[src/sv/c3cf_pkg.sv]
// Shared types, constants and helpers of the 3x3 convolution filter.
package c3cf_pkg;

    localparam int unsigned PIX_W      = 8;
    localparam int unsigned POS_W      = 12;
    localparam int unsigned COEF_W     = 16;
    localparam int unsigned COEF_ROW_W = 48;
    localparam int unsigned DIM_W      = 13;
    localparam int unsigned CFG_IDX_W  = 3;

    localparam logic [PIX_W-1:0] PIX_MAX = 8'd255;
    localparam logic [PIX_W-1:0] PIX_MIN = 8'd0;

    localparam logic [COEF_ROW_W-1:0] COEF_TOP_RST = 48'd0;
    localparam logic [COEF_ROW_W-1:0] COEF_MID_RST = 48'd16777216;
    localparam logic [COEF_ROW_W-1:0] COEF_BOT_RST = 48'd0;
    localparam logic [DIM_W-1:0]      WIDTH_RST    = 13'd640;
    localparam logic [DIM_W-1:0]      HEIGHT_RST   = 13'd480;

    localparam int unsigned OUT_DEPTH = 8;
    localparam int unsigned OUT_PTR_W = 3;

    typedef enum logic [CFG_IDX_W-1:0] {
        CFG_COEF_TOP   = 3'd0,
        CFG_COEF_MID   = 3'd1,
        CFG_COEF_BOT   = 3'd2,
        CFG_IMG_WIDTH  = 3'd3,
        CFG_IMG_HEIGHT = 3'd4
    } t_cfg_idx;

    // Window as [row][column]; row 0 is the oldest line, column 0 the oldest pixel.
    typedef logic [2:0][2:0][PIX_W-1:0] t_win;

    typedef struct packed {
        logic             emit;
        logic             nz;
        logic             last;
        logic [POS_W-1:0] row;
        logic [POS_W-1:0] col;
    } t_meta;

    typedef struct packed {
        logic [PIX_W-1:0] pixel;
        logic [POS_W-1:0] row;
        logic [POS_W-1:0] col;
        logic             last;
    } t_res;

    // Coefficient slot 0 is the left tap in the top bits of a packed row.
    function automatic logic signed [COEF_W-1:0] coef_at(
        input logic [COEF_ROW_W-1:0] row,
        input logic [1:0]            slot
    );
        logic signed [COEF_W-1:0] v;
        unique case (slot)
            2'd0:    v = row[47:32];
            2'd1:    v = row[31:16];
            default: v = row[15:0];
        endcase
        return v;
    endfunction

endpackage

[src/sv/c3cf_mac.sv]
// Nine-tap multiply, registered adder tree, rounding and clamping.
module c3cf_mac import c3cf_pkg::*; #(
    parameter int unsigned FRAC = 8
) (
    input  logic                  i_clk,
    input  logic                  i_rst_n,
    input  logic                  i_valid,
    input  t_meta                 i_meta,
    input  t_win                  i_win,
    input  logic [COEF_ROW_W-1:0] i_coef_top,
    input  logic [COEF_ROW_W-1:0] i_coef_mid,
    input  logic [COEF_ROW_W-1:0] i_coef_bot,
    output logic                  o_push,
    output t_res                  o_res
);

    localparam int unsigned PROD_W = PIX_W + 1 + COEF_W;
    localparam int unsigned ROW_W  = PROD_W + 2;
    localparam int unsigned SUM_W  = ROW_W + 2;
    localparam int unsigned RND_SH = (FRAC > 0) ? FRAC - 1 : 0;
    localparam logic signed [SUM_W-1:0] RND = (FRAC > 0) ? (SUM_W'(1) << RND_SH) : '0;

    logic [2:0][COEF_ROW_W-1:0] w_rows;

    logic                     r_s2_v;
    t_meta                    r_s2_meta;
    logic signed [PROD_W-1:0] r_prod [3][3];
    logic                     r_s3_v;
    t_meta                    r_s3_meta;
    logic signed [ROW_W-1:0]  r_row [3];
    logic                     r_s4_v;

    logic signed [SUM_W-1:0]  w_sum;
    logic [SUM_W-1:0]         w_q;
    logic [PIX_W-1:0]         w_pix;

    assign w_rows[0] = i_coef_top;
    assign w_rows[1] = i_coef_mid;
    assign w_rows[2] = i_coef_bot;

    always_ff @(posedge i_clk) begin
        r_s2_meta <= i_meta;
        for (int i = 0; i < 3; i++) begin
            for (int j = 0; j < 3; j++) begin
                r_prod[i][j] <= $signed({1'b0, i_win[i][j]}) * coef_at(w_rows[i], 2'(j));
            end
        end
        r_s3_meta <= r_s2_meta;
        for (int i = 0; i < 3; i++) begin
            r_row[i] <= ROW_W'(r_prod[i][0]) + ROW_W'(r_prod[i][1]) + ROW_W'(r_prod[i][2]);
        end
    end

    always_comb begin
        w_sum = SUM_W'(r_row[0]) + SUM_W'(r_row[1]) + SUM_W'(r_row[2]) + RND;
        w_q   = SUM_W'(w_sum >>> FRAC);
        // Border outputs and non-positive sums give zero; large sums saturate.
        if (!r_s3_meta.nz || w_sum <= 0) begin
            w_pix = PIX_MIN;
        end else if (w_q > SUM_W'(PIX_MAX)) begin
            w_pix = PIX_MAX;
        end else begin
            w_pix = w_q[PIX_W-1:0];
        end
    end

    always_ff @(posedge i_clk) begin
        o_res.pixel <= w_pix;
        o_res.row   <= r_s3_meta.row;
        o_res.col   <= r_s3_meta.col;
        o_res.last  <= r_s3_meta.last;
    end

    always_ff @(posedge i_clk) begin
        if (!i_rst_n) begin
            r_s2_v <= 1'b0;
            r_s3_v <= 1'b0;
            r_s4_v <= 1'b0;
        end else begin
            r_s2_v <= i_valid;
            r_s3_v <= r_s2_v;
            r_s4_v <= r_s3_v && r_s3_meta.emit;
        end
    end

    assign o_push = r_s4_v;

endmodule

[config.mk]
export PLATFORM = sky130hd
export DESIGN_NAME = c3cf_mac
export DESIGN_NICKNAME = d
export VERILOG_FILES = /design/src/sv/c3cf_pkg.sv /design/src/sv/c3cf_mac.sv
export SDC_FILE = /design/constraint.sdc
export NUM_CORES = 2
export LEC_CHECK = 0
export BUFFER_PORTS_ARGS = -buffer_cell sky130_fd_sc_hd__buf_2
export CAP_MARGIN = 20
export CORE_AREA = 3 3 339 408
export DETAILED_ROUTE_END_ITERATION = 10
export DIE_AREA = 0 0 342 411
export HOLD_SLACK_MARGIN = 0.1
export PLACE_DENSITY_LB_ADDON = 0.1
export SETUP_SLACK_MARGIN = 0.15
export SKIP_CTS_REPAIR_TIMING = 1
export SYNTH_ARGS = -nofsm -noshare
export SYNTH_HDL_FRONTEND = slang
export SYNTH_SLANG_ARGS = --single-unit
[constraint.sdc]
create_clock -name i_clk -period 9.45 [get_ports i_clk]
set_input_delay 0.945 -clock i_clk [delete_from_list [all_inputs] [get_ports i_clk]]
set_output_delay 0.945 -clock i_clk [all_outputs]
set_load 0.02 [all_outputs]
; After elaboration in Yosys (flattened, before gate mapping)
; Memories as Yosys holds them, arrays and structs flattened.
; Index checks and enable logic that the tools add are counted.
[word_totals]
output_inout_bits = 34
ramBits = 306
wordCells = 43
input_bits = 246
memories = 2
ff_bits = 90
[mem_list]
columns = memory, depth, word_bits, rd, rd_ports_with_merged_regs, write_ports, line
row1 = r_prod, 3, 75, 3, 0, 3, c3cf_mac.sv:27  ; logic signed [PROD_W-1:0] r_prod [3][3];
row2 = r_row, 3, 27, 3, 0, 3, c3cf_mac.sv:30  ; logic signed [ROW_W-1:0] r_row [3];
[classes]
n_addsub = 9
mux = 1
reduce_logical = 3
n_lt_le_gt_ge = 2
n_mul = 9
[ops]
columns = op, n
row1 = 9-bit by 16-bit multiplier with 25-bit output, 9
row2 = 26-bit by 25-bit adder with 27-bit output, 3
row3 = 25-bit by 25-bit adder with 26-bit output, 3
row4 = 28-bit by 27-bit adder with 29-bit output, 1
row5 = "29-bit by 9-bit adder with 29-bit output, second input constant", 1
row6 = "29-bit by 8-bit greater-than comparator with 1-bit output, second input constant", 1
row7 = "29-bit by 1-bit <= comparator with 1-bit output, second input constant", 1
row8 = 27-bit by 27-bit adder with 28-bit output, 1
row9 = 8-bit two-way mux, 1
row10 = 1-bit logical AND, 1
row11 = 1-bit zero test, 1
row12 = 1-bit logical OR, 1

; Depth between registers and ports, before layout
[depth]
ltp_word = 5
depth_mapped = 21
depth_no_buf = 20

; Worst setup path before layout
; Ideal clock, no wire load.
[synth_timing]
path_type = input to register
from = input i_win[57] (netlist bit)
to = memory r_prod[2][49] (netlist bit)
arrival_time_ns = 5.495
path_stages = 18
required_time_ns = 9.378
setup_slack_ns = 3.882
n_path_buf = 1
setup_ns = 0.072
cell_sequence = clkbuf_1 -> nand2_1 -> fa_1 -> inv_1 -> fa_1 -> inv_1 -> fa_1 -> inv_1 -> fa_1 -> ha_1 -> or2_2 -> a21oi_1 -> a21oi_1 -> a41o_1 -> o311a_1 -> or3_1 -> a31oi_1 -> xnor2_1
[synth_rtl]
columns = element, line
row1 = "start, declared", c3cf_mac.sv:9  ; input t_win i_win,
row2 = "end, declared", c3cf_mac.sv:27

==> impl_metrics.env <==
export IMPL_maxCapViolCount=0
export IMPL_seqCellArea_sq_um=7930
export IMPL_grt_remaining_overflow=0
export IMPL_finalSetupTns_ns=0
export IMPL_worstReg2RegEnd="o_res[28]$_SDFF_PP0_"
export IMPL_layout_nets=8161
export IMPL_clk_pin_slew_ns=0.06
export IMPL_cp_arrival_ns=5.97
export IMPL_wl_per_cell_um=16.1
export IMPL_final_setup_skew_ns=0.0281
export IMPL_syn_area_sq_um=56500
export IMPL_num_rows=148
export IMPL_yosysSeqAreaShare=0.140
export IMPL_hold_path_class="reg2reg"
export IMPL_ioPinCount=280
export IMPL_endpoint_kind="flip-flop"
export IMPL_cp_max_fo=16
export IMPL_worstSkewPairLatency_ns=0.61
export IMPL_whs_ns=0.324
export IMPL_htreeDepth=2
export IMPL_synth_nets=7911
export IMPL_multi_input_area_sq_um=43100
export IMPL_relSlewSlack=0.521
export IMPL_ant_nets=0
export IMPL_grt_max_degree=17
export IMPL_grt_pass1_vias=42000
export IMPL_drt_total_wl_mm=131
export IMPL_fin_crit_sh=0.580
export IMPL_grt_total_usage=0.194
export IMPL_synth_ff_type="dfxtp_1"
export IMPL_async_flop_share=0
export IMPL_firstDrtPassIters=5
export IMPL_cts_buffers=48
export IMPL_hold_viol_final=0
export IMPL_worst_slew_pin_slew_ns=0.710
export IMPL_clockBufferDepth=3
export IMPL_worstPathRequired_ns=9.94
export IMPL_die_width_um=342
export IMPL_setup_violations=0
export IMPL_finalCriticalPeriod_ns=5.48
export IMPL_synth_edf_count=0
export IMPL_antenna_found_initial=15
export IMPL_final_common_cell="inv_1"
export IMPL_die_h_um=411
export IMPL_ys_warn_count=0
export IMPL_gp_congestion=0.828
export IMPL_cts_sinks=396
export IMPL_drc=0
export IMPL_fill_cells=13400
export IMPL_syn_inst=6063
export IMPL_die_area_sq_um=141000
export IMPL_io_buffers=279
export IMPL_rr_worst_depth=15
export IMPL_critPathLaunchType="primary input"
export IMPL_r2r_start="r_row[0][2]$_DFF_P_"
export IMPL_status="complete, no violations"
export IMPL_fmax_mhz=182
export IMPL_rsz0062_at_grt="no"
export IMPL_drtIter0Drc=1459
export IMPL_hold_start="r_s2_meta[5]$_DFF_P_"
export IMPL_dr_total_vias=39400
export IMPL_start_util=0.418
export IMPL_dp_hpwl_mm=112
export IMPL_synth_seq_cells=396
export IMPL_area_growth_pct=8.84
export IMPL_cts_tree="yes"
export IMPL_preCtsSetupSlack_ns=3.32
export IMPL_avgSynthCellArea_sq_um=9.32
export IMPL_final_cell_mix="1380 x inv_1, 1024 x fa_1, 740 x and2_1, 578 x ha_1, 527 x nand2_1"
export IMPL_vias_per_cell=4.83
export IMPL_ys_types=75
export IMPL_cts_root_buf="clkbuf_16"
export IMPL_crit_path_end="r_prod[2][74]$_DFF_P_"
export IMPL_drive_gt1_frac=0.0636
export IMPL_slew_violations=0
export IMPL_crit_start="i_win[48]"
export IMPL_timing_final_ws_setup_ns=3.97
export IMPL_grt_pass1_wl_mm=219
export IMPL_core_sq_um=135000
export IMPL_setup_worst_path_class="in2reg"
export IMPL_rrSetupSlack_ns=5.01
==> cells in the mapped netlist (37+ instances only) <==
cell type	instances	share of area
a21o_1	61	0.0081
nand3_1	46	0.0041
dfxtp_1	396	0.14
nor2b_1	46	0.0051
o21ai_0	112	0.0099
xnor2_1	204	0.032
and2_1	740	0.082
o21a_1	37	0.0049
inv_1	1380	0.092
fa_1	1024	0.36
ha_1	578	0.13
xor2_1	48	0.0074
a21oi_1	191	0.017
nor2_1	157	0.010
clkbuf_1	77	0.0051
nand2_1	527	0.035
nor3_1	66	0.0058
==> final cells by class <==
cell class	instances	area share
flip-flops and latches	396	0.129
inverters	1380	0.0843
multi-input cells	4208	0.701
well taps	1800	0.0366
repair buffers	279	0.0227
clock buffers	59	0.0213
diodes	6	0.000244
clock inverters	28	0.00515
==> worst min-delay path by stage <==
stage | endpoint | slack, ns | cells past startpoint
after floorplan | o_res[0]$_DFF_P_ | 0.31 | 0
after global placement | r_s3_meta[15]$_DFF_P_ | 0.31 | 0
after detailed placement | o_res[14]$_DFF_P_ | 0.31 | 0
after CTS | r_s3_meta[5]$_DFF_P_ | 0.32 | 0
after global routing | r_s3_meta[5]$_DFF_P_ | 0.33 | 0
final | r_s3_meta[5]$_DFF_P_ | 0.32 | 0
==> flip-flops by register name, indices dropped and copies added, names as in the netlist <==
name / cells
r_s2_v: 1
r_s3_meta: 27
r_row: 81
r_s2_meta: 27
o_push: 1
o_res: 33
r_s3_v: 1
r_prod: 225
==> worst max-delay path: stages <==
cell and delay, ns:
buf_2 0.27, nand2_1 0.13, fa_1 0.54, inv_1 0.05
fa_1 0.51, inv_1 0.06, fa_1 0.48, fa_1 0.49
inv_1 0.04, ha_1 0.32, o21ai_0 0.12, a21boi_0 0.25
o21ai_0 0.14, a21oi_1 0.32, a311oi_1 0.24, o311ai_0 0.69
mux2i_1 0.26, nand4_1 0.09
==> per-stage QoR <==
stage	area, sq um	instances	utilization
after global placement	59800	8063	0.443
final	61500	8156	0.455
after CTS	61500	8150	0.455
after floorplan	56500	6063	-
after global routing	61500	8156	0.455
after detailed placement	59800	8063	0.443
==> cells by family after synthesis <==
logic type                 share of synthesized area
AOI/OAI and AO/OA                             0.0702
and+or+nand+nor                                0.160
adders and majority gates                      0.491
DFF                                            0.140
muxes                                        0.00215
xor gates and xnor gates                      0.0391
buffers and inverters                         0.0970
==> layer usage <==
metal,global-route usage,part of all wire
met5,0,0
met4,0.0423,0.021
met3,0.0140,0.027
met2,0.351,0.52
met1,0.252,0.44
Power is not shown: default switching activity piles up to over one toggle a cycle in this logic, so the estimate is an artifact.
