===== config.mk =====
export PLATFORM = sky130hd
export DESIGN_NAME = c3cf_out_fifo_flat
export DESIGN_NICKNAME = d
export VERILOG_FILES = /design/src/sv/c3cf_pkg.sv /design/src/sv/c3cf_ifs.sv /design/src/sv/c3cf_out_fifo.sv /design/src/flat_wrapper.sv
export SDC_FILE = /design/constraint.sdc
export NUM_CORES = 1
export LEC_CHECK = 0
export BUFFER_PORTS_ARGS = -buffer_cell sky130_fd_sc_hd__buf_2
export CORE_ASPECT_RATIO = 0.9
export CORE_UTILIZATION = 40
export DETAILED_ROUTE_END_ITERATION = 6
export GPL_ROUTABILITY_DRIVEN = 0
export PLACE_DENSITY = 0.69
export SKIP_LAST_GASP = 1
export SYNTH_ARGS = -nofsm -noshare
export SYNTH_HDL_FRONTEND = slang
export SYNTH_SLANG_ARGS = --single-unit

===== constraint.sdc =====
create_clock -name i_clk -period 7.94 [get_ports i_clk]
set_input_delay 2.382 -clock i_clk [delete_from_list [all_inputs] [get_ports i_clk]]
set_output_delay 2.382 -clock i_clk [all_outputs]
set_load 0.03 [all_outputs]

===== src/sv/c3cf_pkg.sv =====
// Shared types, constants and helpers of the 3x3 convolution filter.
package c3cf_pkg;

    localparam int unsigned PIX_W      = 8;
    localparam int unsigned POS_W      = 12;
    localparam int unsigned COEF_W     = 16;
    localparam int unsigned COEF_ROW_W = 48;
    localparam int unsigned DIM_W      = 13;
    localparam int unsigned CFG_IDX_W  = 3;

    localparam logic [PIX_W-1:0] PIX_MAX = 8'd255;
    localparam logic [PIX_W-1:0] PIX_MIN = 8'd0;

    localparam logic [COEF_ROW_W-1:0] COEF_TOP_RST = 48'd0;
    localparam logic [COEF_ROW_W-1:0] COEF_MID_RST = 48'd16777216;
    localparam logic [COEF_ROW_W-1:0] COEF_BOT_RST = 48'd0;
    localparam logic [DIM_W-1:0]      WIDTH_RST    = 13'd640;
    localparam logic [DIM_W-1:0]      HEIGHT_RST   = 13'd480;

    localparam int unsigned OUT_DEPTH = 8;
    localparam int unsigned OUT_PTR_W = 3;

    typedef enum logic [CFG_IDX_W-1:0] {
        CFG_COEF_TOP   = 3'd0,
        CFG_COEF_MID   = 3'd1,
        CFG_COEF_BOT   = 3'd2,
        CFG_IMG_WIDTH  = 3'd3,
        CFG_IMG_HEIGHT = 3'd4
    } t_cfg_idx;

    // Window as [row][column]; row 0 is the oldest line, column 0 the oldest pixel.
    typedef logic [2:0][2:0][PIX_W-1:0] t_win;

    typedef struct packed {
        logic             emit;
        logic             nz;
        logic             last;
        logic [POS_W-1:0] row;
        logic [POS_W-1:0] col;
    } t_meta;

    typedef struct packed {
        logic [PIX_W-1:0] pixel;
        logic [POS_W-1:0] row;
        logic [POS_W-1:0] col;
        logic             last;
    } t_res;

    // Coefficient slot 0 is the left tap in the top bits of a packed row.
    function automatic logic signed [COEF_W-1:0] coef_at(
        input logic [COEF_ROW_W-1:0] row,
        input logic [1:0]            slot
    );
        logic signed [COEF_W-1:0] v;
        unique case (slot)
            2'd0:    v = row[47:32];
            2'd1:    v = row[31:16];
            default: v = row[15:0];
        endcase
        return v;
    endfunction

endpackage


===== src/sv/c3cf_ifs.sv =====


interface c3cf_pix_out_if import c3cf_pkg::*; ();
    logic             valid;
    logic             ready;
    logic [PIX_W-1:0] pixel_out;
    logic [POS_W-1:0] out_row;
    logic [POS_W-1:0] out_col;
    logic             frame_last;

    modport source (output valid, pixel_out, out_row, out_col, frame_last, input ready);
    modport sink   (input valid, pixel_out, out_row, out_col, frame_last, output ready);
endinterface



===== src/sv/c3cf_out_fifo.sv =====
// Output queue with credit count so the pipeline never has to stall.
module c3cf_out_fifo import c3cf_pkg::*; (
    input  logic                  i_clk,
    input  logic                  i_rst_n,
    input  logic                  i_take,
    output logic                  o_room,
    input  logic                  i_push,
    input  t_res                  i_res,
    c3cf_pix_out_if.source        o_out
);

    t_res               r_mem [OUT_DEPTH];
    logic [OUT_PTR_W:0] r_wr;
    logic [OUT_PTR_W:0] r_rd;
    logic [OUT_PTR_W:0] r_cred;
    logic [OUT_PTR_W:0] w_occ;
    logic               w_pop;
    t_res               w_head;

    assign w_occ  = r_wr - r_rd;
    assign w_pop  = o_out.valid && o_out.ready;
    assign w_head = r_mem[r_rd[OUT_PTR_W-1:0]];
    assign o_room = r_cred < (OUT_PTR_W+1)'(OUT_DEPTH);

    assign o_out.valid      = (r_wr != r_rd);
    assign o_out.pixel_out  = w_head.pixel;
    assign o_out.out_row    = w_head.row;
    assign o_out.out_col    = w_head.col;
    assign o_out.frame_last = w_head.last;

    always_ff @(posedge i_clk) begin
        if (i_push) begin
            r_mem[r_wr[OUT_PTR_W-1:0]] <= i_res;
        end
    end

    // A credit is held from acceptance of an emitting item until its result leaves.
    always_ff @(posedge i_clk) begin
        if (!i_rst_n) begin
            r_wr   <= '0;
            r_rd   <= '0;
            r_cred <= '0;
        end else begin
            if (i_push) begin
                r_wr <= r_wr + 1'b1;
            end
            if (w_pop) begin
                r_rd <= r_rd + 1'b1;
            end
            r_cred <= r_cred + (OUT_PTR_W+1)'(i_take) - (OUT_PTR_W+1)'(w_pop);
        end
    end

    a_no_overflow: assert property (@(posedge i_clk) disable iff (!i_rst_n)
        i_push |-> (w_occ < (OUT_PTR_W+1)'(OUT_DEPTH)))
        else $error("result pushed into a full output queue");

    a_occ_credit: assert property (@(posedge i_clk) disable iff (!i_rst_n)
        w_occ <= r_cred)
        else $error("output queue holds more results than credits");

    a_take_room: assert property (@(posedge i_clk) disable iff (!i_rst_n)
        i_take |-> o_room)
        else $error("item accepted without output credit");

endmodule


===== src/flat_wrapper.sv =====
// flat-port wrapper written by rule: the top's interface ports become plain ports
module c3cf_out_fifo_flat import c3cf_pkg::*;
  (i_clk, i_rst_n, i_take, o_room, i_push, i_res, o_out_valid, o_out_pixel_out, o_out_out_row, o_out_out_col, o_out_frame_last, o_out_ready);
  c3cf_pix_out_if o_out_i ();
  input  logic i_clk;
  input  logic i_rst_n;
  input  logic i_take;
  output logic o_room;
  input  logic i_push;
  input  t_res i_res;
  output wire logic [$bits(o_out_i.valid)-1:0] o_out_valid;
  output wire logic [$bits(o_out_i.pixel_out)-1:0] o_out_pixel_out;
  output wire logic [$bits(o_out_i.out_row)-1:0] o_out_out_row;
  output wire logic [$bits(o_out_i.out_col)-1:0] o_out_out_col;
  output wire logic [$bits(o_out_i.frame_last)-1:0] o_out_frame_last;
  input wire logic [$bits(o_out_i.ready)-1:0] o_out_ready;
  assign o_out_valid = o_out_i.valid;
  assign o_out_pixel_out = o_out_i.pixel_out;
  assign o_out_out_row = o_out_i.out_row;
  assign o_out_out_col = o_out_i.out_col;
  assign o_out_frame_last = o_out_i.frame_last;
  assign o_out_i.ready = o_out_ready;
  c3cf_out_fifo u_core (.i_clk(i_clk), .i_rst_n(i_rst_n), .i_take(i_take), .o_room(o_room), .i_push(i_push), .i_res(i_res), .o_out(o_out_i));
endmodule

## Word-level counts from Yosys, hierarchy flattened

Memory sizes are Yosys's and may differ from the RTL's. A register that Yosys moved wholly into a read port is not among the register bits.
Cells that the tools add are included.

- Add/subtract/negate cells: 4
- $lt $le $gt $ge: 1
- Eq/ne operators: 1
- Mux-type cells: 4
- Reductions and logical operators: 1

Operator list:

| operator | count |
|---|---|
| adder 4 x 1 -> 4 bit (second input constant) | 2 |
| two-way mux 3 bit | 2 |
| adder 4 x 1 -> 4 bit | 1 |
| less-than comparator 4 bit (second input constant) | 1 |
| inequality test 4 bit | 1 |
| subtractor 4 x 1 -> 4 bit | 1 |
| two-way mux 1 bit | 2 |
| logical AND 1 bit | 1 |

- Bits in registers: 12
- RAM bits: 264
- Input port bits: 38
- Output and inout bits: 35
- Word-level logic and storage cells: 15
- Memories kept: 1

Memory list:

| name | depth | bits a word | rd ports | clocked after Yosys merged registers in | wr ports | line | source |
|---|---|---|---|---|---|---|---|
| u_core.r_mem | 8 | 33 | 1 | 1 | 1 | c3cf_out_fifo.sv:12 | `t_res r_mem [OUT_DEPTH];` |

## Logic depth before layout (Yosys ltp)

Gate-level depths: netlist of the first run.

- Depth in word-level cells: 4
- Depth in mapped cells: 11
- Gate-level depth less buffers: 9

## Worst setup path before layout of the first run

OpenSTA, ideal clock, no wires.

- Path kind: input to register
- From: input i_push
- To: memory u_core.r_mem[0][0] (netlist bit) (enable)
- Library setup time: 0.464 ns
- Data arrival time: 4.762 ns
- Required time: 7.476 ns
- Slack: 2.714 ns
- Stages: 2
- Path buffers: 0
- Cell sequence: nand2b_1 > nor3_1

- Cells in the longest elaborated chain, start to end: 2

Ends and longest elaborated chain:

| element | line | source |
|---|---|---|
| from (decl) | flat_wrapper.sv:9 | `input logic i_push;` |
| two-way mux 1 bit | c3cf_out_fifo.sv:32 | `if (i_push) begin` |
| two-way mux 1 bit (not written as such) | c3cf_out_fifo.sv:33 | `r_mem[r_wr[OUT_PTR_W-1:0]] <= i_res;` |
| to (decl) | c3cf_out_fifo.sv:12 |  |

No other way between the ends.

==> out/metrics.yaml, run 1 <==
yosys_register_bits: 279
max_freq_mhz: 182.0
cp.required_ns: 5.56
netlist_top_cells_count: "edfxtp_1, mux4_2, mux2_2"
ys_types: 32
syn_avg_cell_area_um2: 22.85
seq_area_frac_synth: 0.7712
rsz0062_at_grt: "no"
crit_type: "reg -> out"
place_area_mm2: 0.01148
min_path_type: "reg -> reg"
die_h_um: 156.9
grt_max_degree: 67
fin_area_mm2: 0.01230
ctsHoldBuffers: 0
timing.final.ws_setup_ns: 2.445
die_w_um: 174.2
vias: 4752
postCtsResizedCells: 0
slew_viol_final: 0
pwr_density_cell_mw_per_mm2: 270.7
wl_per_cell_um: 21.72
worstSetupStartpointType: "register"
syn_inst: 467
syn-cell-area_mm2: 0.01067
synthTopCellsByArea: "edfxtp_1, mux4_2, mux2_2"
antenna_left: 0
dp_hpwl_um: 11160
critPathSlowestCell: "dfxtp_4"
viasPerCell: 5.121
synth.most_common_cell: "edfxtp_1"
grt_first_pass_wirelength_um: 30870
initial_core_util: 0.4082
core_area_mm2: 0.02614
grt_usage: 0.1518
setup_tns_ns: 0
slew_headroom: 0.2757
die_area_mm2: 0.02733
synth.top_cell.area_share: 0.7431
area_growth_syn_to_layout_pct: 15.30
setup-violations-final: 0
clk_latency_ns: 0.53
finalClockSkew_ns: 0.01200
pre_cts_slack_ns: 2.910
holdWs_ns: 0.5051
synth_top_area_cell: "edfxtp_1"
fin_crit_ns: 5.495
worstPathMaxFanout: 35
drt_wl_total_um: 20160
cts_max_level: 1
postCtsSetupBuffers: 0
finalCritPeriodShare: 0.6920
final-hold-violation-count: 0
arrival_ns: 3.11
worst_ir_drop_vdd_uv: 168.7
drive_above_1_share: 0.3972
io-pin-count: 73
nets: 603
numPortBuffers: 72
run_status: "finished, final reports clean"
power_mw: 3.330
cts_buffers: 28
firstDrtPassIters: 4
cts.sinks: 279
synthArstFlopShare: 0
worstMarginPinSlew_ns: 1.086
grt-ovfl-total: 0
cp-end-kind: "output port"
cts_buffer_depth: 3
worstPathCellList: "buf_4, mux4_2, mux2_2, buf_2"
drv_cap: 0
yosysWarnings: 0
synth-edff-count: 264
synthFlopType: "edfxtp_1"
grt_pass1_vias: 5138
cts_root_buf: "clkbuf_16"
leakage_nw: 3.919
drc: 0
row_count: 56
synth_nets: 511
critPathMaxStageDelay_ns: 0.78
initialDrtViolationCount: 298
cts_tree: "done"
clkSlewWorstSetupHoldPaths_ns: 0.06
antenna_found_initial: 2
[final cells by class]
cell class	instances	area [um^2]
flip-flops and latches	279	8237
clock inverters	11	56.30
well taps	348	435.4
clock buffers	39	763.2
repair buffers	83	442.9
diodes	1	2.502
inverters	7	26.28
fillers	2137	13830
multi-input cells	160	2338
[cells by family (layout without fill, tap and decap cells)]
kind of cell    count (synthesis)  after routing  share of synthesized area
flops                         279            279                     0.7712
mux                           100            100                     0.1751
simple gates                   33             33                    0.01618
buf+inv                        28            140                    0.01478
compound gates                 11             11                   0.006802
xor+xnor                       10             10                   0.008210
fa+ha+maj                       6              6                   0.007740
other cells                     0              1                          0
[through the flow]
step / util / std cells
global route: 0.4706 / 927
global placement: 0.4392 / 877
floorplan: - / 467
detailed placement: 0.4392 / 877
finish: 0.4707 / 928
CTS: 0.4706 / 927
[final timing paths]
kind             startpoint               end  slack [ns]  depth (start not counted)
max                register  o_out_out_col[4]        2.45                          4
max reg2reg  u_core.r_wr[2]  u_core.r_cred[2]        5.48                          9
min          u_core.r_rd[3]    u_core.r_rd[3]        0.51                          2
min reg2reg  u_core.r_rd[3]    u_core.r_rd[3]        0.51                          2
[state kept, by name, indices dropped and copies added, names as in the netlist, named ones only]
signal	cells
u_core.r_cred	4
u_core.r_rd	4
u_core.r_mem	264
u_core.r_wr	4
[cells in the final DEF, fill, tap and decap left out, types with 2 or more instances in the layout]
| master | Yosys | final |
|---|---|---|
| inv_1 | 7 | 7 |
| mux4_2 | 66 | 66 |
| and2_1 | 7 | 7 |
| edfxtp_1 | 264 | 264 |
| nor2_4 | 0 | 6 |
| nor3_2 | 0 | 2 |
| buf_4 | 2 | 11 |
| clkinv_1 | 0 | 4 |
| nand2b_1 | 3 | 3 |
| nand2_1 | 6 | 6 |
| a21boi_1 | 3 | 3 |
| mux2_2 | 33 | 33 |
| o21ai_0 | 4 | 4 |
| xnor2_1 | 9 | 9 |
| or3_1 | 2 | 2 |
| dfxtp_1 | 15 | 12 |
| clkbuf_16 | 0 | 29 |
| nand3_1 | 2 | 2 |
| clkinv_2 | 0 | 5 |
| nor2b_1 | 2 | 2 |
| buf_2 | 6 | 72 |
| ha_1 | 5 | 5 |
| clkbuf_1 | 6 | 10 |
| dfxtp_4 | 0 | 2 |
[critical path, delay by kind of cell, from the launching register on]
family,cells,cell delay [ns]
buffers and inverters,2,0.84
DFF,1,0.78
muxes,2,0.90
[where the power goes]
group,switching (mW),internal [mW]
clock network,0.513,0.668
logic,0.230,0.216
registers,0.0516,1.65
total,0.795,2.54
[routing by layer]
layer	routed length (um)	GRT usage
met5	13	0
met4	408	0.03634
met3	1218	0.03261
met2	10110	0.2592
met1	8405	0.1995
(Power assumes the default switching activity.)
==> run 2, diff against run 1 <==
ABC_AREA = 1   (was not set)
clock period = 5.4 ns   (was 7.94 ns; I/O delays follow)
==> run 2 against run 1 <==
Effect of this change:
- die area up 4.5%
- flip-flop and latch count unchanged
- via count increased by 46%
- combinational power rose to 2.5 times the previous value
- worst setup slack worse by 1.5 ns
- largest cell class unchanged
- hold slack improved by 0.0055 ns
- power up 62%
- routed wire length up 13%
==> out/metrics.yaml, run 2 <==
run_status: "finished, final reports clean"
yosys_register_bits: 279
worstPathCellList: "buf_4, nor2_1, nor2_1, o21ai_1, o21ai_1, nand2_1, nand2_1, buf_2"
drv_cap: 0
arrival_ns: 2.84
ys_types: 25
synthTopCellsByArea: "edfxtp_1, nor2_1, o21ai_1"
antenna_left: 0
numPortBuffers: 72
cts_tree: "done"
cts_max_level: 1
setup.worst_path.end: "o_out_out_row[6]"
yosys.area_share.simple: 0.1245
core_area_mm2: 0.02717
synthArstFlopShare: 0
initial_core_util: 0.4106
fillers: 2422
syn_avg_cell_area_um2: 12.00
firstDrtPassIters: 5
worst_ir_drop_vdd_uv: 287.5
pwr_density_cell_mw_per_mm2: 426.7
clkSlewWorstSetupHoldPaths_ns: 0.06
die_h_um: 160.4
netlist_top_cells_count: "edfxtp_1, nor2_1, nand2_1"
syn-cell-area_mm2: 0.01116
leakage_nw: 4.456
largest_register_ffs: 264
nets: 1037
top_layer_used: "met4"
die_w_um: 178.0
final-hold-violation-count: 0
synthFlopType: "edfxtp_1"
cp-end-kind: "output port"
syn_inst: 930
wl_per_cell_um: 16.71
worstMarginPinSlew_ns: 0.9633
grt-ovfl-total: 0
dp_hpwl_um: 12450
grt_first_pass_wirelength_um: 35620
synthMuxAreaShare: 0
synth.top_cell.area_share: 0.7106
final_cell_mix: "edfxtp_1, nor2_1, nand2_1"
clk_latency_ns: 0.52
r2r_cells: 3
row_count: 57
crit_type: "reg -> out"
synth_top_family_by_area: "simple AND/OR/NAND/NOR gates"
grt_usage: 0.1621
met2_length_um: 11260
worstSetupStartpointType: "register"
grt_max_degree: 99
antenna_found_initial: 2
cts.sinks: 279
io-pin-count: 73
yosysWarnings: 0
cts_root_buf: "clkbuf_16"
rsz0062_at_grt: "no"
synth_top_area_cell: "edfxtp_1"
grt_pass1_vias: 6720
drt_wl_total_um: 22870
holdWs_ns: 0.5106
slew_headroom: 0.3578
cts_buffer_depth: 3
finalCritPeriodShare: 0.8264
place_area_mm2: 0.01183
min_path_type: "reg -> reg"
area_growth_syn_to_layout_pct: 13.36
cts_buffers: 27
max_freq_mhz: 224.1
postCtsResizedCells: 0
drc: 0
die_area_mm2: 0.02856
final_common_cell: "edfxtp_1"
ctsHoldBuffers: 0
critPathSlowestCell: "buf_4"
synth_compound_area_frac: 0.09287
multi_input_comb_area_mm2: 0.002594
rrSetupSlack_ns: 3.21
slew_viol_final: 0
seq_area_frac_synth: 0.7376
viasPerCell: 5.064
synth-edff-count: 264
synth-adder-area-share: 0.007402
finalClockSkew_ns: 0.006565
vias: 6928
r2r-start: "u_core.r_wr[0]"
synth.most_common_cell: "edfxtp_1"
postCtsSetupBuffers: 0
setup-violations-final: 0
worstPathMaxFanout: 98
critPathMaxStageDelay_ns: 0.79
fin_area_mm2: 0.01265
drive_above_1_share: 0.1303
cp.required_ns: 3.78
setup_tns_ns: 0
met1_length_um: 9903
dr_wl_met3_um: 1276
synthXorXnorAreaFrac: 0.002355
rr_endpoint: "u_core.r_mem[7][9]"
fin_crit_ns: 4.463
regArea_mm2: 0.008235
synth_nets: 974
initialDrtViolationCount: 523
[run 2: logic make-up (layout without fill, tap and decap cells)]
| logic type | Yosys count | in the layout |
|---|---|---|
| and+or+nand+nor | 364 | 364 |
| DFF | 279 | 279 |
| AOI/OAI and AO/OA | 207 | 207 |
| buffers and inverters | 71 | 154 |
| adders and majority gates | 6 | 6 |
| xor gates and xnor gates | 3 | 3 |
| other | 0 | 1 |
[run 2: per-layer routing]
metal,global-route usage,vias to the layer above
met5,0,-
met4,0.03846,0
met3,0.02912,28
met2,0.2752,185
met1,0.2152,3346
li1,-,3369
[run 2: report_power, final]
part / internal [mW] / total, mW / switching [mW] / leakage (nW)
clock network: 1.01 / 1.75 / 0.746 / 0.391
logic: 0.335 / 1.13 / 0.791 / 1.54
registers: 2.44 / 2.52 / 0.0795 / 2.52
[run 2: how the worst min path moves through the flow]
stage	end	slack, ns	start	depth (start not counted)
floorplan	u_core.r_wr[3]	0.49	u_core.r_wr[3]	2
global placement	u_core.r_wr[3]	0.50	u_core.r_wr[3]	2
detailed placement	u_core.r_wr[3]	0.50	u_core.r_wr[3]	2
CTS	u_core.r_wr[3]	0.51	u_core.r_wr[3]	2
global route	u_core.r_wr[3]	0.57	u_core.r_wr[3]	2
finish	u_core.r_wr[3]	0.51	u_core.r_wr[3]	2
[run 2: layout make-up]
| cell class | count | share of cell area |
|---|---|---|
| Clock buffer | 34 | 0.05551 |
| Antenna cell | 1 | 0.0001979 |
| Tap cell | 354 | 0.03503 |
| Clock inverter | 15 | 0.009004 |
| Timing Repair Buffer | 87 | 0.03839 |
| Inverter | 18 | 0.005541 |
| Sequential cell | 279 | 0.6512 |
| Multi-Input combinational cell | 580 | 0.2051 |
[run 2: worst max-delay path, delay by kind of cell, from the launching register on]
| kind | cells | cell delay (ns) |
|---|---|---|
| buffers and inverters | 2 | 0.99 |
| flip-flops | 1 | 0.58 |
| AND/OR/NAND/NOR | 4 | 0.46 |
| AO/OA/AOI/OAI | 2 | 0.19 |
[run 2: stage by stage]
step	setup WS [ns]	instances	total power [mW]	util
after floorplan	1.805	930	3.397	-
after global placement	1.529	1318	3.679	0.4353
after detailed placement	1.494	1318	3.703	0.4353
after CTS	0.9175	1367	5.452	0.4653
after global routing	0.7000	1367	5.653	0.4653
final	0.9372	1368	5.397	0.4654
